===== src/rtl/assert_macros.svh =====
// Assertion macros shared by the relay output sequencer RTL.
`ifndef ASSERT_MACROS_SVH
`define ASSERT_MACROS_SVH

// Expression must hold at every clock edge out of reset.
`define ASSERT_ALWAYS(lbl, clk, rstn, expr, msg) \
  lbl: assert property (@(posedge clk) disable iff (!rstn) (expr)) else $error(msg);

// Consequent must hold in the same cycle as the antecedent.
`define ASSERT_IMPLIES(lbl, clk, rstn, ante, cons, msg) \
  lbl: assert property (@(posedge clk) disable iff (!rstn) (ante) |-> (cons)) else $error(msg);

// Consequent must hold in the cycle after the antecedent.
`define ASSERT_NEXT(lbl, clk, rstn, ante, cons, msg) \
  lbl: assert property (@(posedge clk) disable iff (!rstn) (ante) |=> (cons)) else $error(msg);

`endif


===== src/rtl/roms_pkg.sv =====
// Shared types and constants of the relay output sequencer.
package roms_pkg;

  // item opcodes
  localparam logic [2:0] OP_TICK      = 3'd0;
  localparam logic [2:0] OP_TRIGGER   = 3'd1;
  localparam logic [2:0] OP_STOP      = 3'd2;
  localparam logic [2:0] OP_SET_LEVEL = 3'd3;
  localparam logic [2:0] OP_PULSE     = 3'd4;

  // channel modes
  localparam logic [1:0] MODE_MOMENTARY = 2'd0;
  localparam logic [1:0] MODE_ALTERNATE = 2'd1;
  localparam logic [1:0] MODE_INTERVAL  = 2'd2;

  // register indexes (byte address = 4 * index)
  localparam logic [2:0] REG_MODE_A     = 3'd0;
  localparam logic [2:0] REG_MODE_B     = 3'd1;
  localparam logic [2:0] REG_DURATION_A = 3'd2;
  localparam logic [2:0] REG_DURATION_B = 3'd3;
  localparam logic [2:0] REG_COUNT_A    = 3'd4;
  localparam logic [2:0] REG_COUNT_B    = 3'd5;
  localparam logic [2:0] REG_ENABLE_A   = 3'd6;
  localparam logic [2:0] REG_ENABLE_B   = 3'd7;

  localparam int DUR_W = 14;
  localparam int CNT_W = 7;
  localparam int TMR_W = 16;

  localparam logic [DUR_W-1:0] DUR_MIN   = 14'd500;
  localparam logic [DUR_W-1:0] DUR_MAX   = 14'd10000;
  localparam logic [DUR_W-1:0] DUR_RESET = 14'd3000;
  localparam logic [CNT_W-1:0] CNT_MIN   = 7'd1;
  localparam logic [CNT_W-1:0] CNT_MAX   = 7'd100;
  localparam logic [CNT_W-1:0] CNT_RESET = 7'd3;

  typedef struct packed {
    logic [1:0]       mode;
    logic [DUR_W-1:0] duration;
    logic [CNT_W-1:0] count;
    logic             enable;
  } chan_cfg_t;

  typedef struct packed {
    logic             tick;     // item is a tick
    logic             hit;      // item is a command addressed to this channel
    logic [2:0]       op;
    logic             level;
    logic [TMR_W-1:0] pulse_ms;
  } chan_cmd_t;

  typedef struct packed {
    logic line;
    logic cycling;
    logic timing;
  } chan_stat_t;

endpackage


===== src/rtl/roms_cfg.sv =====
// Configuration register file with clamping on write and APB-style access.
`include "assert_macros.svh"

module roms_cfg (
  input  logic                clk,
  input  logic                rst_n,
  input  logic                wr_en,
  input  logic [2:0]          wr_idx,
  input  logic [31:0]         wr_data,
  input  logic [2:0]          rd_idx,
  output logic [31:0]         rd_data,
  output roms_pkg::chan_cfg_t cfg_a,
  output roms_pkg::chan_cfg_t cfg_b
);

  roms_pkg::chan_cfg_t cfg_a_r, cfg_a_nxt;
  roms_pkg::chan_cfg_t cfg_b_r, cfg_b_nxt;

  logic [1:0]                 mode_w;
  logic [roms_pkg::DUR_W-1:0] dur_w;
  logic [roms_pkg::CNT_W-1:0] cnt_w;

  // clamp incoming values
  always_comb begin
    mode_w = (wr_data[1:0] == roms_pkg::MODE_INTERVAL ||
              wr_data[1:0] == roms_pkg::MODE_ALTERNATE ||
              wr_data[1:0] == roms_pkg::MODE_MOMENTARY) ?
             wr_data[1:0] : roms_pkg::MODE_MOMENTARY;
    if (wr_data[roms_pkg::DUR_W-1:0] < roms_pkg::DUR_MIN) begin
      dur_w = roms_pkg::DUR_MIN;
    end else if (wr_data[roms_pkg::DUR_W-1:0] > roms_pkg::DUR_MAX) begin
      dur_w = roms_pkg::DUR_MAX;
    end else begin
      dur_w = wr_data[roms_pkg::DUR_W-1:0];
    end
    if (wr_data[roms_pkg::CNT_W-1:0] < roms_pkg::CNT_MIN) begin
      cnt_w = roms_pkg::CNT_MIN;
    end else if (wr_data[roms_pkg::CNT_W-1:0] > roms_pkg::CNT_MAX) begin
      cnt_w = roms_pkg::CNT_MAX;
    end else begin
      cnt_w = wr_data[roms_pkg::CNT_W-1:0];
    end
  end

  always_comb begin
    cfg_a_nxt = cfg_a_r;
    cfg_b_nxt = cfg_b_r;
    if (wr_en) begin
      case (wr_idx)
        roms_pkg::REG_MODE_A:     cfg_a_nxt.mode     = mode_w;
        roms_pkg::REG_MODE_B:     cfg_b_nxt.mode     = mode_w;
        roms_pkg::REG_DURATION_A: cfg_a_nxt.duration = dur_w;
        roms_pkg::REG_DURATION_B: cfg_b_nxt.duration = dur_w;
        roms_pkg::REG_COUNT_A:    cfg_a_nxt.count    = cnt_w;
        roms_pkg::REG_COUNT_B:    cfg_b_nxt.count    = cnt_w;
        roms_pkg::REG_ENABLE_A:   cfg_a_nxt.enable   = wr_data[0];
        roms_pkg::REG_ENABLE_B:   cfg_b_nxt.enable   = wr_data[0];
        default: begin
        end
      endcase
    end
  end

  always_ff @(posedge clk) begin
    if (!rst_n) begin
      cfg_a_r <= '{mode: roms_pkg::MODE_MOMENTARY, duration: roms_pkg::DUR_RESET,
                   count: roms_pkg::CNT_RESET, enable: 1'b0};
      cfg_b_r <= '{mode: roms_pkg::MODE_MOMENTARY, duration: roms_pkg::DUR_RESET,
                   count: roms_pkg::CNT_RESET, enable: 1'b0};
    end else begin
      cfg_a_r <= cfg_a_nxt;
      cfg_b_r <= cfg_b_nxt;
    end
  end

  always_comb begin
    rd_data = '0;
    case (rd_idx)
      roms_pkg::REG_MODE_A:     rd_data[1:0] = cfg_a_r.mode;
      roms_pkg::REG_MODE_B:     rd_data[1:0] = cfg_b_r.mode;
      roms_pkg::REG_DURATION_A: rd_data[roms_pkg::DUR_W-1:0] = cfg_a_r.duration;
      roms_pkg::REG_DURATION_B: rd_data[roms_pkg::DUR_W-1:0] = cfg_b_r.duration;
      roms_pkg::REG_COUNT_A:    rd_data[roms_pkg::CNT_W-1:0] = cfg_a_r.count;
      roms_pkg::REG_COUNT_B:    rd_data[roms_pkg::CNT_W-1:0] = cfg_b_r.count;
      roms_pkg::REG_ENABLE_A:   rd_data[0] = cfg_a_r.enable;
      roms_pkg::REG_ENABLE_B:   rd_data[0] = cfg_b_r.enable;
      default: begin
      end
    endcase
  end

  assign cfg_a = cfg_a_r;
  assign cfg_b = cfg_b_r;

  `ASSERT_ALWAYS(a_dur_range, clk, rst_n,
    cfg_a_r.duration >= roms_pkg::DUR_MIN && cfg_a_r.duration <= roms_pkg::DUR_MAX &&
    cfg_b_r.duration >= roms_pkg::DUR_MIN && cfg_b_r.duration <= roms_pkg::DUR_MAX,
    "duration register outside clamp range")
  `ASSERT_ALWAYS(a_cnt_range, clk, rst_n,
    cfg_a_r.count >= roms_pkg::CNT_MIN && cfg_a_r.count <= roms_pkg::CNT_MAX &&
    cfg_b_r.count >= roms_pkg::CNT_MIN && cfg_b_r.count <= roms_pkg::CNT_MAX,
    "count register outside clamp range")

endmodule


===== src/rtl/roms_chan.sv =====
// One output channel: line level, pulse timer and interval run state.
`include "assert_macros.svh"

module roms_chan (
  input  logic                 clk,
  input  logic                 rst_n,
  input  logic                 step,      // item is consumed this cycle
  input  roms_pkg::chan_cfg_t  cfg,
  input  roms_pkg::chan_cmd_t  cmd,
  output roms_pkg::chan_stat_t stat_nxt   // status after the current item
);

  logic                       line_r, line_nxt;
  logic                       run_r, run_nxt;
  logic                       pend_r, pend_nxt;
  logic [roms_pkg::TMR_W-1:0] plen_r, plen_nxt;
  logic [roms_pkg::TMR_W-1:0] elap_r, elap_nxt;
  logic [roms_pkg::CNT_W-1:0] cyc_r, cyc_nxt;

  logic [roms_pkg::TMR_W-1:0] elap_inc;
  logic [roms_pkg::CNT_W-1:0] cyc_dec;
  logic [roms_pkg::TMR_W-1:0] dur_ext;

  // saturating tick counter
  assign elap_inc = (elap_r == {roms_pkg::TMR_W{1'b1}}) ? elap_r
                                                        : elap_r + roms_pkg::TMR_W'(1);
  assign cyc_dec  = (cyc_r != '0) ? cyc_r - roms_pkg::CNT_W'(1) : cyc_r;
  assign dur_ext  = roms_pkg::TMR_W'(cfg.duration);

  always_comb begin
    line_nxt = line_r;
    run_nxt  = run_r;
    pend_nxt = pend_r;
    plen_nxt = plen_r;
    elap_nxt = elap_r;
    cyc_nxt  = cyc_r;
    if (cmd.tick) begin
      if (cfg.enable && pend_r) begin
        // single pulse owns the timer
        if (elap_inc >= plen_r) begin
          line_nxt = 1'b0;
          pend_nxt = 1'b0;
          elap_nxt = '0;
        end else begin
          elap_nxt = elap_inc;
        end
      end else if (run_r && cfg.mode == roms_pkg::MODE_INTERVAL && !pend_r) begin
        if (elap_inc >= dur_ext) begin
          line_nxt = ~line_r;
          elap_nxt = '0;
          if (line_r) begin
            // falling edge closes one cycle
            cyc_nxt = cyc_dec;
            if (cyc_dec == '0) begin
              run_nxt = 1'b0;
            end
          end
        end else begin
          elap_nxt = elap_inc;
        end
      end
    end else if (cmd.hit && cfg.enable) begin
      case (cmd.op)
        roms_pkg::OP_TRIGGER: begin
          if (cfg.mode == roms_pkg::MODE_ALTERNATE) begin
            line_nxt = ~line_r;
            pend_nxt = 1'b0;
          end else if (cfg.mode == roms_pkg::MODE_INTERVAL) begin
            pend_nxt = 1'b0;
            line_nxt = 1'b1;
            cyc_nxt  = cfg.count;
            elap_nxt = '0;
            run_nxt  = 1'b1;
          end else begin
            line_nxt = 1'b1;
            pend_nxt = 1'b1;
            plen_nxt = dur_ext;
            elap_nxt = '0;
          end
        end
        roms_pkg::OP_STOP: begin
          run_nxt  = 1'b0;
          pend_nxt = 1'b0;
          line_nxt = 1'b0;
        end
        roms_pkg::OP_SET_LEVEL: begin
          run_nxt  = 1'b0;
          pend_nxt = 1'b0;
          line_nxt = cmd.level;
        end
        roms_pkg::OP_PULSE: begin
          run_nxt  = 1'b0;
          line_nxt = 1'b1;
          pend_nxt = 1'b1;
          plen_nxt = cmd.pulse_ms;
          elap_nxt = '0;
        end
        default: begin
        end
      endcase
    end
  end

  always_ff @(posedge clk) begin
    if (!rst_n) begin
      line_r <= 1'b0;
      run_r  <= 1'b0;
      pend_r <= 1'b0;
      plen_r <= '0;
      elap_r <= '0;
      cyc_r  <= '0;
    end else if (step) begin
      line_r <= line_nxt;
      run_r  <= run_nxt;
      pend_r <= pend_nxt;
      plen_r <= plen_nxt;
      elap_r <= elap_nxt;
      cyc_r  <= cyc_nxt;
    end
  end

  assign stat_nxt = '{line: line_nxt, cycling: run_nxt, timing: pend_nxt};

  `ASSERT_IMPLIES(a_pend_line, clk, rst_n, pend_r, line_r,
    "pending pulse with line low")
  `ASSERT_IMPLIES(a_run_cycles, clk, rst_n, run_r, cyc_r != '0,
    "interval run active with no cycles left")

endmodule


===== src/rtl/relay_output_mode_sequencer.sv =====
// Top level of the two-channel relay output sequencer.
//
//  port group  dir  handshake        payload
//  in_*        in   tvalid/tready    tuser = op, channel; tdata = level, pulse_ms
//  out_*       out  tvalid/tready    tdata = line, cycling, timing for A and B
//  cfg_*       in   psel/penable     8 registers at byte address 4*index
//
// Each item is held in the input register and resolved into the result
// register when it advances; one item per cycle is sustained while out_tready
// is high, and out_tvalid rises once the result register is loaded.
// The channel update is combinational (one add and compare per channel).
// rst_n is synchronous: it clears both channels and loads register defaults.
// A stalled result holds in the output register while the input register
// takes one more item; in_tready drops only when both are full and
// out_tready is low.
`include "assert_macros.svh"

module relay_output_mode_sequencer (
  input  logic        clk,
  input  logic        rst_n,
  // input items
  input  logic        in_tvalid,
  output logic        in_tready,
  input  logic [23:0] in_tdata,    // [0] level, [16:1] pulse_ms, [23:17] zero
  input  logic [3:0]  in_tuser,    // [2:0] op, [3] channel
  // result items
  output logic        out_tvalid,
  input  logic        out_tready,
  output logic [7:0]  out_tdata,   // [0] line_a, [1] line_b, [2] cycling_a,
                                   // [3] cycling_b, [4] timing_a, [5] timing_b,
                                   // [7:6] zero
  // register port
  input  logic        cfg_psel,
  input  logic        cfg_penable,
  input  logic        cfg_pwrite,
  input  logic [4:0]  cfg_paddr,
  input  logic [31:0] cfg_pwdata,
  output logic [31:0] cfg_prdata,
  output logic        cfg_pready
);

  // input register
  logic                       in_valid_r, in_valid_nxt;
  logic [2:0]                 op_r;
  logic                       chan_r;
  logic                       level_r;
  logic [roms_pkg::TMR_W-1:0] pms_r;

  // result register
  logic       out_valid_r, out_valid_nxt;
  logic [5:0] out_data_r;

  logic advance;
  logic in_fire;

  roms_pkg::chan_cfg_t  cfg_a, cfg_b;
  roms_pkg::chan_cmd_t  cmd_a, cmd_b;
  roms_pkg::chan_stat_t stat_a, stat_b;

  // an item leaves the input register when the result register is empty or being read out
  assign advance   = in_valid_r && (!out_valid_r || out_tready);
  assign in_tready = !in_valid_r || advance;
  assign in_fire   = in_tvalid && in_tready;

  assign in_valid_nxt  = in_fire ? 1'b1 : (advance ? 1'b0 : in_valid_r);
  assign out_valid_nxt = advance ? 1'b1 : (out_tready ? 1'b0 : out_valid_r);

  always_ff @(posedge clk) begin
    if (!rst_n) begin
      in_valid_r  <= 1'b0;
      out_valid_r <= 1'b0;
    end else begin
      in_valid_r  <= in_valid_nxt;
      out_valid_r <= out_valid_nxt;
    end
  end

  always_ff @(posedge clk) begin
    if (in_fire) begin
      op_r    <= in_tuser[2:0];
      chan_r  <= in_tuser[3];
      level_r <= in_tdata[0];
      pms_r   <= in_tdata[16:1];
    end
    if (advance) begin
      out_data_r <= {stat_b.timing, stat_a.timing, stat_b.cycling, stat_a.cycling,
                     stat_b.line, stat_a.line};
    end
  end

  // register file
  assign cfg_pready = 1'b1;

  roms_cfg u_cfg (
    .clk     (clk),
    .rst_n   (rst_n),
    .wr_en   (cfg_psel && cfg_penable && cfg_pwrite && cfg_pready),
    .wr_idx  (cfg_paddr[4:2]),
    .wr_data (cfg_pwdata),
    .rd_idx  (cfg_paddr[4:2]),
    .rd_data (cfg_prdata),
    .cfg_a   (cfg_a),
    .cfg_b   (cfg_b)
  );

  // per-channel command decode
  assign cmd_a = '{tick: op_r == roms_pkg::OP_TICK, hit: !chan_r, op: op_r,
                   level: level_r, pulse_ms: pms_r};
  assign cmd_b = '{tick: op_r == roms_pkg::OP_TICK, hit: chan_r, op: op_r,
                   level: level_r, pulse_ms: pms_r};

  roms_chan u_chan_a (
    .clk      (clk),
    .rst_n    (rst_n),
    .step     (advance),
    .cfg      (cfg_a),
    .cmd      (cmd_a),
    .stat_nxt (stat_a)
  );

  roms_chan u_chan_b (
    .clk      (clk),
    .rst_n    (rst_n),
    .step     (advance),
    .cfg      (cfg_b),
    .cmd      (cmd_b),
    .stat_nxt (stat_b)
  );

  assign out_tvalid = out_valid_r;
  assign out_tdata  = {2'b00, out_data_r};

  `ASSERT_NEXT(a_advance_result, clk, rst_n, advance, out_valid_r,
    "consumed item produced no result")

endmodule

===== config.mk =====
export PLATFORM = sky130hd
export DESIGN_NAME = relay_output_mode_sequencer
export DESIGN_NICKNAME = d
export VERILOG_FILES = /design/src/rtl/roms_pkg.sv /design/src/rtl/roms_cfg.sv /design/src/rtl/roms_chan.sv /design/src/rtl/relay_output_mode_sequencer.sv
export VERILOG_INCLUDE_DIRS = /design/src /design/src/rtl
export SDC_FILE = /design/constraint.sdc
export NUM_CORES = 1
export LEC_CHECK = 0
export BUFFER_PORTS_ARGS = -buffer_cell sky130_fd_sc_hd__buf_2
export CAP_MARGIN = 20
export CORE_MARGIN = 3
export CORE_UTILIZATION = 54
export CTS_CLUSTER_DIAMETER = 200
export DETAILED_ROUTE_END_ITERATION = 8
export GPL_TIMING_DRIVEN = 0
export HOLD_SLACK_MARGIN = 0.08
export PLACE_DENSITY_LB_ADDON = 0.05
export SETUP_SLACK_MARGIN = 0.2
export SKIP_LAST_GASP = 1
export SLEW_MARGIN = 0
export SYNTH_ARGS = -nofsm -noshare
export SYNTH_HDL_FRONTEND = slang
export SYNTH_SLANG_ARGS = --single-unit

===== constraint.sdc =====
create_clock -name clk -period 3.9 [get_ports clk]
set_input_delay 0.585 -clock clk [delete_from_list [all_inputs] [get_ports clk]]
set_output_delay 0.585 -clock clk [all_outputs]
set_load 0.02 [all_outputs]

==> results of run 1 <==
[per-stage QoR]
stage	setup TNS, ps	instances	area (um^2)	total power (W)
after floorplan	0	1279	10400	0.00195
after global placement	-16580	1571	11000	0.00205
after detailed placement	-19030	1572	11000	0.00205
after CTS	0	1611	11900	0.00385
after global routing	0	1634	12300	0.00395
final	0	1634	12300	0.00385
[logic make-up (layout without fill, tap and decap cells)]
kind of cell    after synthesis  in the layout  synth area share (%)
compound gates              306            306                  19.5
xor+xnor                     30             30                  2.56
fa+ha+maj                    71             71                  8.62
buf+inv                     165            291                  7.07
flops                       161            161                  34.0
mux                          43             43                  4.56
other cells                   2             21                0.0731
simple gates                482            482                  23.7
[per-layer routing]
| metal | wire length, um | part of all wire, % |
|---|---|---|
| met2 | 14600 | 45 |
| met3 | 2610 | 8.1 |
| met5 | 0 | 0 |
| met4 | 910 | 2.8 |
| met1 | 14200 | 44 |
[sequential cells by signal, summed over array words and instances, names as in the netlist, 3 cells and up]
signal	cells
u_cfg.cfg_a	24
u_chan_a.cyc_r	7
out_data_r	6
u_chan_a.elap_r	16
op_r	3
u_chan_a.plen_r	16
u_chan_b.cyc_r	7
u_cfg.cfg_b	24
u_chan_b.elap_r	16
u_chan_b.plen_r	16
pms_r	16
[critical path, stage by stage, from the launching register on]
cell      delay (ps)
dfxtp_1          330
buf_6            110
and3_4           200
nand4_1          150
buf_4            190
or2_1            240
buf_6            150
mux2_4           350
ha_1             310
a211oi_2         220
o211ai_1         140
a2111o_1         590
a21oi_4          210
nand2b_4         150
buf_8            130
o221a_1          210
[timing repair]
| item | 4_1_cts | 5_1_grt |
|---|---|---|
| setup buffers | 7 | 22 |
| setup endpoints to repair | 58 | 55 |
| pin swaps | 13 | 51 |
| gates resized for setup | 53 | 63 |
| cloned | 0 | 1 |
[cell usage after synthesis, drive strengths merged, types with 15 or more instances]
library cell | count | area, um^2
ha | 70 | 876
nor4 | 15 | 136
o21ai | 40 | 223
nor2 | 114 | 438
clkbuf | 58 | 218
mux2i | 33 | 330
inv | 76 | 285
nor3 | 30 | 190
buf | 30 | 220
nand2b | 24 | 150
xor2 | 17 | 149
edfxtp | 27 | 811
and3 | 25 | 156
dfxtp | 134 | 2680
nand3 | 33 | 165
a21oi | 113 | 569
o211ai | 34 | 260
nand2 | 157 | 592
a211oi | 44 | 330
nand4 | 28 | 203
[final timing paths]
kind / slack (ps) / start / end
worst max register to register: 150 / u_chan_a.elap_r[3] / u_chan_a.cyc_r[1]
worst min-delay path: 310 / in_tdata[6] / pms_r[5]
worst min register to register: 480 / u_chan_b.plen_r[15] / u_chan_b.plen_r[15]
worst max-delay path: 150 / u_chan_a.elap_r[3] / u_chan_a.cyc_r[1]
[report_power, final]
group	total (W)	internal [W]	switching, W
Clock	0.00183	0.00102	0.000806
Sequential	0.00173	0.00171	0.0000190
Combinational	0.000297	0.0000981	0.000199
[layout make-up]
class | count | area [um^2] | area share [%]
buffer | 88 | 482 | 3.90
clock inverter | 14 | 189 | 1.53
inverter | 77 | 289 | 2.34
multi-input combinational | 953 | 6530 | 52.9
sequential | 161 | 3540 | 28.6
clock buffer | 18 | 450 | 3.65
timing repair buffer | 94 | 584 | 4.73
tap | 229 | 287 | 2.32
==> results.sh, run 1 <==
export IMPL_outcome="complete, no violations"
export IMPL_initial_utilization_pct=56.1
export IMPL_holdWs_ps=306
export IMPL_final_cell_mix="nand2_1 (156), dfxtp_1 (114), a21oi_1 (110), nor2_1 (105), inv_1 (76)"
export IMPL_hold_class="input pin to flop"
export IMPL_holdPathStages=1
export IMPL_fillCellCount=1519
export IMPL_die_h_um=144
export IMPL_num_io_pins=115
export IMPL_netlist_cell_type_count=88
export IMPL_fin_ws_ps=151
export IMPL_viasPerCell=6.11
export IMPL_grtUsageMet2_pct=47.0
export IMPL_fmax_ghz=0.267
export IMPL_p_leak_nw=5.12
export IMPL_path_clk_slew_ps=80
export IMPL_cts_sinks=161
export IMPL_layout_min_cycle_time_ps=3750
export IMPL_grt_pass1_wl_um=49600
export IMPL_clock_latency_ps=450
export IMPL_grt_max_degree=18
export IMPL_slew_headroom_pct=40.4
export IMPL_h_tree_depth=4
export IMPL_antenna_cells=0
export IMPL_antenna_found_initial=0
export IMPL_period_share_pct=96.1
export IMPL_synth_area_per_cell_um2=8.16
export IMPL_max_cap_violations=0
export IMPL_cts_inserted_buffers=17
export IMPL_ir_worst_vdd_v=0.000296
export IMPL_cts_root_buffer="clkbuf_16"
export IMPL_yosysSeqAreaShare_pct=34.0
export IMPL_synth_edf_count=27
export IMPL_grt_pass1_vias=9291
export IMPL_tightest_slew_ps=894
export IMPL_fin_nets=1534
export IMPL_met1_usage_pct=43.1
export IMPL_synthCells=1260
export IMPL_syn_to_final_growth_pct=20.1
export IMPL_clock_skew_ps=16.4
export IMPL_power_density_nw_per_um2=312
export IMPL_num_vias=9986
export IMPL_worst_setup_path_end_kind="flop"
export IMPL_dieArea_um2=20700
export IMPL_final_util_pct=67.3
export IMPL_dp_hpwl_um=23600
export IMPL_gp_congestion=0.949
export IMPL_die_w_um=144
export IMPL_routed_wl_um=32300
export IMPL_reg2reg_depth=15
export IMPL_holdBufCountCts=0
export IMPL_ys_async_sr_fraction_pct=0
export IMPL_core_area_um2=18300
export IMPL_grtUsageMet3_pct=6.02
export IMPL_crit_type="flop to flop"
export IMPL_drive_gt1_share_pct=18.8
export IMPL_synth_seq_cells=161
export IMPL_clockBufferDepth=2
export IMPL_drt_pass1_iterations=8
export IMPL_grt_usage_pct=30.4
export IMPL_gr_total_overflow=0
export IMPL_drt_iter0_drc=824
export IMPL_startpoint_type="flop"
export IMPL_synthesis_area_um2=10300
export IMPL_required_ps=4280
export IMPL_drtAntennaViolNets=0
export IMPL_yosysWarnings=0
export IMPL_rows=49
export IMPL_ys_flop_type="dfxtp_1"
export IMPL_crit_arrival_ps=4130
export IMPL_maxSlewViolCount=0
export IMPL_detail_route_wl_per_cell_um=19.8
export IMPL_cts_tree="yes"
export IMPL_layout_commonest_cell="nand2_1"
export IMPL_portBuffers=63
export IMPL_hold_viol=0
export IMPL_dp_slack_ps=-594
export IMPL_drc_errors=0
export IMPL_path_max_fanout=7
export IMPL_setup_viol=0
export IMPL_busiest_layer="met2"
export IMPL_rsz0062_at_grt="true"
No activity file was read; power rests on OpenSTA's default activity.
==> run 2, diff against run 1 <==
--- a/config.mk
+++ b/config.mk
@@ -6,6 +6,7 @@
 export SDC_FILE = /design/constraint.sdc
 export NUM_CORES = 1
 export LEC_CHECK = 0
+export ABC_AREA = 1
 export BUFFER_PORTS_ARGS = -buffer_cell sky130_fd_sc_hd__buf_2
 export CAP_MARGIN = 20
 export CORE_MARGIN = 3
==> results.sh, run 2 <==
export IMPL_outcome="complete, no violations"
export IMPL_cp_slowest_stage_delay_ps=360
export IMPL_final_cell_mix="nand2_1 (267), inv_1 (203), o21ai_0 (156), a21oi_1 (151), dfxtp_1 (133)"
export IMPL_cts_inserted_buffers=17
export IMPL_h_tree_depth=4
export IMPL_met1_usage_pct=39.4
export IMPL_syn_to_final_growth_pct=14.1
export IMPL_yosys_area_top_type="dfxtp_1"
export IMPL_holdBufCountCts=0
export IMPL_yosysWarnings=0
export IMPL_holdPathStages=1
export IMPL_dp_cells=1742
export IMPL_max_cap_violations=0
export IMPL_die_h_um=142
export IMPL_layout_commonest_cell="nand2_1"
export IMPL_hold_class="input pin to flop"
export IMPL_rows=49
export IMPL_cp_common_cell="nand2_1"
export IMPL_slowest_stage="dfxtp_1"
export IMPL_drc_errors=0
export IMPL_fmax_ghz=0.295
export IMPL_startpoint_type="flop"
export IMPL_path_clk_slew_ps=60
export IMPL_gr_total_overflow=0
export IMPL_grt_pass1_vias=9078
export IMPL_drt_iter0_drc=802
export IMPL_clockBufferDepth=2
export IMPL_dp_hpwl_um=22500
export IMPL_required_ps=4270
export IMPL_synth_top_area_share_pct=26.8
export IMPL_cts_sinks=161
export IMPL_regArea_um2=3490
export IMPL_setup_viol=0
export IMPL_gp_congestion=0.961
export IMPL_fin_setup_tns_ps=0
export IMPL_antenna_found_initial=0
export IMPL_reg2reg_depth=20
export IMPL_fin_nets=1678
export IMPL_grt_usage_pct=28.7
export IMPL_drive_gt1_share_pct=11.8
export IMPL_busiest_layer="met2"
export IMPL_grtUsageMet2_pct=45.5
export IMPL_num_io_pins=115
export IMPL_detail_route_wl_per_cell_um=16.5
export IMPL_drt_pass1_iterations=5
export IMPL_cts_tree="yes"
export IMPL_path_max_fanout=10
export IMPL_synth_edf_count=27
export IMPL_reg2reg_slack_ps=510
export IMPL_rsz0062_at_grt="true"
export IMPL_ys_flop_type="dfxtp_1"
export IMPL_dieArea_um2=20200
export IMPL_cts_root_buffer="clkbuf_16"
export IMPL_hold_start="in_tdata[11]"
export IMPL_viasPerCell=5.57
export IMPL_crit_arrival_ps=3760
export IMPL_clock_skew_ps=7.16
export IMPL_multiInputGateArea_um2=5520
export IMPL_final_util_pct=63.0
export IMPL_grt_max_degree=22
export IMPL_layout_min_cycle_time_ps=3390
export IMPL_synth_commonest_cells="nand2_1 (270), inv_1 (203), o21ai_0 (156)"
export IMPL_hold_viol=0
export IMPL_drtAntennaViolNets=0
export IMPL_synth_area_leaders="dfxtp_1 (27%), nand2_1 (10%), ha_1 (8.8%), edfxtp_1 (8.1%), o21ai_0 (7.8%)"
export IMPL_synth_seq_cells=161
export IMPL_grtUsageMet3_pct=6.55
export IMPL_core_area_um2=18100
export IMPL_worst_setup_path_end_kind="flop"
export IMPL_maxSlewViolCount=0
export IMPL_fillCellCount=1690
export IMPL_fin_cells=1778
export IMPL_antenna_cells=0
export IMPL_p_leak_nw=5.29
export IMPL_routed_wl_um=29300
export IMPL_period_share_pct=86.9
export IMPL_synthCells=1428
export IMPL_tightest_slew_ps=968
export IMPL_grt_pass1_wl_um=46200
export IMPL_die_w_um=142
export IMPL_synthesis_area_um2=9990
export IMPL_num_vias=9896
export IMPL_synth_area_per_cell_um2=7.00
export IMPL_slew_headroom_pct=35.4
export IMPL_portBuffers=66
export IMPL_ys_async_sr_fraction_pct=0
export IMPL_initial_utilization_pct=55.3
export IMPL_ir_worst_vdd_v=0.000308
export IMPL_crit_type="flop to flop"
export IMPL_crit_chain="ha_1, nand2_1, nor2_1, nand4_1, nand2_1, nor2_2, nand2_1, xnor2_2, ha_1, nand2_1, inv_1, nor2_1, o21a_1, o2111ai_2, inv_1, nand2_1, nand2_4, buf_6, nand4_1, a21oi_1"
export IMPL_power_w=0.00380
export IMPL_netlist_cell_type_count=50
export IMPL_holdWs_ps=321
export IMPL_power_density_nw_per_um2=333
export IMPL_yosysSeqAreaShare_pct=35.0
export IMPL_synth_most_common_cell="nand2_1"
export IMPL_r2r_end="u_chan_b.elap_r[14]"
export IMPL_clock_latency_ps=440
export IMPL_hold_path_end="pms_r[10]"
export IMPL_reg2reg_from="u_chan_b.elap_r[0]"
-- run 2: what timing repair did --
action                     CTS  global route
pin swaps                    0             1
resized for setup            3            19
setup endpoints to repair   12            51
buffers inserted             0             4
gates cloned                 0             0
-- run 2: per-layer routing --
| layer | part of all wire [%] | wire length, um | vias up |
|---|---|---|---|
| met5 | 0 | 0 | - |
| met4 | 2.2 | 656 | 0 |
| met3 | 7.6 | 2210 | 60 |
| met2 | 46 | 13300 | 368 |
| met1 | 45 | 13100 | 4545 |
| li1 | - | - | 4923 |
-- run 2: area by class of cell --
type,instances,area share (%)
Sequential cell,161,30.6
Tap cell,229,2.51
Clock buffer,20,3.92
Multi-Input combinational cell,1012,48.4
Clock inverter,12,1.24
Timing Repair Buffer,70,3.16
Buffer,66,3.24
Inverter,208,6.86
-- run 2: power breakdown --
group          switching [W]  internal, W
clock               0.000697      0.00102
sequential         0.0000210      0.00172
combinational       0.000238     0.000104
-- run 2: per-stage QoR --
stage / setup slack [ps] / instance area (um^2)
final: 512 / 11400
after global placement: 64.2 / 10700
after CTS: 228 / 11300
after detailed placement: 27.4 / 10700
after global routing: 156 / 11400
after floorplan: 1000 / 10100
-- run 2: critical path, delay by kind of cell, from the launching register on --
family	cells	cell delay, ps
xor+xnor	1	240
fa+ha+maj	2	560
simple gates	11	1340
buf+inv	3	340
compound gates	3	470
flops	1	360
-- run 2: kinds of logic (layout without fill, tap and decap cells) --
group / count (synthesis) / in the layout / share of synthesized area [%]
buffers and inverters: 274 / 376 / 11.5
adders and majority gates: 70 / 70 / 8.76
xor gates and xnor gates: 22 / 22 / 1.93
other: 2 / 21 / 0.0752
AOI/OAI and AO/OA: 353 / 353 / 18.9
and+or+nand+nor: 546 / 546 / 23.9
DFF: 161 / 161 / 35.0
-- run 2: worst max path at each step --
stage	from	slack [ps]	end	cells past startpoint
2_1_floorplan	u_chan_a.elap_r[0]	1000	u_chan_a.elap_r[12]	22
3_3_place_gp	u_chan_b.elap_r[0]	60	u_chan_b.elap_r[12]	17
3_5_place_dp	u_chan_b.elap_r[0]	30	u_chan_b.elap_r[0]	17
4_1_cts	u_chan_a.elap_r[0]	230	u_chan_a.elap_r[12]	18
5_1_grt	u_chan_a.elap_r[1]	160	u_chan_a.elap_r[9]	22
6_report	u_chan_b.elap_r[0]	510	u_chan_b.elap_r[14]	20
==> run 3, diff against run 2 <==
--- a/config.mk
+++ b/config.mk
@@ -15,7 +15,7 @@
 export DETAILED_ROUTE_END_ITERATION = 8
 export GPL_TIMING_DRIVEN = 0
 export HOLD_SLACK_MARGIN = 0.08
-export PLACE_DENSITY_LB_ADDON = 0.05
+export PLACE_DENSITY = 0.78
 export SETUP_SLACK_MARGIN = 0.2
 export SKIP_LAST_GASP = 1
 export SLEW_MARGIN = 0
==> results.sh, run 3 (synthesized netlist as in run 2, its figures left out) <==
export IMPL_power_w=0.00369
export IMPL_drt_iter0_drc=947
export IMPL_required_ps=4250
export IMPL_fin_cells=1777
export IMPL_crit_type="flop to flop"
export IMPL_path_clk_slew_ps=60
export IMPL_power_density_nw_per_um2=325
export IMPL_h_tree_depth=4
export IMPL_cts_tree="yes"
export IMPL_hold_viol=0
export IMPL_die_w_um=142
export IMPL_syn_to_final_growth_pct=13.5
export IMPL_core_area_um2=18100
export IMPL_layout_commonest_cell="nand2_1"
export IMPL_fin_ws_ps=496
export IMPL_drc_errors=0
export IMPL_ir_worst_vdd_v=0.000335
export IMPL_grt_max_degree=22
export IMPL_cts_sinks=161
export IMPL_dp_cells=1742
export IMPL_crit_arrival_ps=3750
export IMPL_final_cell_mix="nand2_1 (266), inv_1 (202), o21ai_0 (156), a21oi_1 (152), dfxtp_1 (133)"
export IMPL_swShare_pct=25.7
export IMPL_initial_utilization_pct=55.3
export IMPL_fin_nets=1677
export IMPL_cts_inserted_buffers=17
export IMPL_num_io_pins=115
export IMPL_final_cell_area_um2=11300
export IMPL_die_h_um=142
export IMPL_drt_pass1_iterations=6
export IMPL_max_cap_violations=0
export IMPL_rows=49
export IMPL_fmax_ghz=0.294
export IMPL_viasPerCell=5.62
export IMPL_num_vias=9989
export IMPL_multiInputGateArea_um2=5510
export IMPL_portBuffers=66
export IMPL_dp_hpwl_um=22100
export IMPL_pwr_share_comb_pct=9.2
export IMPL_grt_usage_pct=28.4
export IMPL_fin_setup_tns_ps=0
export IMPL_pwr_share_clk_pct=43.5
export IMPL_maxSlewViolCount=0
export IMPL_grt_pass1_vias=9362
export IMPL_p_leak_nw=5.24
export IMPL_outcome="complete, no violations"
export IMPL_cts_root_buffer="clkbuf_16"
export IMPL_fillCellCount=1676
export IMPL_hold_class="input pin to flop"
export IMPL_clock_skew_ps=10.2
export IMPL_gr_total_overflow=0
export IMPL_path_max_fanout=10
export IMPL_dp_slack_ps=78.0
export IMPL_tightest_slew_ps=993
export IMPL_setup_viol=0
export IMPL_holdBufCountCts=0
export IMPL_period_share_pct=87.3
export IMPL_clockBufferDepth=2
export IMPL_p_seq_share_pct=47.3
export IMPL_worst_setup_path_end_kind="flop"
export IMPL_slew_headroom_pct=33.7
export IMPL_drive_gt1_share_pct=11.5
export IMPL_antenna_found_initial=2
export IMPL_grt_pass1_wl_um=45900
export IMPL_startpoint_type="flop"
export IMPL_dieArea_um2=20200
export IMPL_routed_wl_um=28800
export IMPL_p_int_w=0.00274
export IMPL_drtAntennaViolNets=0
export IMPL_dpl_instance_area_um2=10700
export IMPL_clock_latency_ps=430
export IMPL_regArea_um2=3490
export IMPL_rsz0062_at_grt="false"
export IMPL_detail_route_wl_per_cell_um=16.2
export IMPL_layout_min_cycle_time_ps=3400
export IMPL_gp_congestion=0.939
export IMPL_p_switching_w=0.000948
## run 3: cell count changes in the layout (fill, tap and decap cells not counted), moves of 2 or more
cell,change
clkinvlp_4,+4
clkinv_2,-5
clkbuf_1,+3
bufinv_16,-2
## run 3: power by group through the flow
stage                     combinational, W  clock [W]  sequential, W
final                             0.000341    0.00160        0.00174
after global routing              0.000372    0.00168        0.00175
after CTS                         0.000330    0.00160        0.00174
after detailed placement          0.000327          0        0.00178
after global placement            0.000324          0        0.00178
after floorplan                   0.000210          0        0.00178
## run 3: worst max-delay path, stage by stage (launching register included)
cell and delay (ps):
dfxtp_1 410, ha_1 230, nand2_1 70, nor2_1 130
nand4_1 250, inv_2 170, nor2_1 50, nor2_1 210
ha_1 280, a21oi_1 160, o21ai_0 100, nand2_1 70
nand2_1 50, nand2_1 60, nand2_1 60, nand2_1 60
nand2_1 150, nand2_4 200, buf_2 260, nand4_1 120
a21oi_1 200
## run 3: layer usage
| metal | vias up | wire [um] | GRT usage (%) |
|---|---|---|---|
| met5 | - | 0 | 0 |
| met4 | 0 | 1080 | 12.6 |
| met3 | 83 | 2580 | 6.32 |
| met2 | 469 | 12900 | 44.5 |
| met1 | 4513 | 12200 | 37.6 |
| li1 | 4924 | - | - |
## run 3: per-stage QoR
step           hold WS (ps)  util, %
2_1_floorplan           435        -
3_3_place_gp            450     59.1
3_5_place_dp            452     59.1
4_1_cts                 318     62.1
5_1_grt                 315     62.7
6_report                325     62.7
## run 3: what timing repair did
action	4_1_cts	5_1_grt
endpoints found under the setup margin	10	51
hold endpoints to repair	0	0
gates resized for setup	2	20
pin swaps	0	4
setup buffers	0	3
## run 3: final timing paths
check,endpoint,depth (start not counted),startpoint,slack [ps]
setup / recovery,u_chan_b.elap_r[6],20,u_chan_b.elap_r[0],500
hold / removal,pms_r[3],1,in_tdata[4],330
setup reg to reg,u_chan_b.elap_r[6],20,u_chan_b.elap_r[0],500
hold reg to reg,u_chan_a.plen_r[14],2,u_chan_a.plen_r[14],460
## run 3: cell type report
| type | count | area share, % |
|---|---|---|
| clock buffer | 23 | 4.13 |
| antenna | 1 | 0.0221 |
| clock inverter | 8 | 0.706 |
| buffer | 66 | 3.25 |
| multi-input combinational | 1012 | 48.6 |
| tap | 229 | 2.53 |
| timing repair buffer | 69 | 3.11 |
| inverter | 208 | 6.89 |
| sequential | 161 | 30.8 |
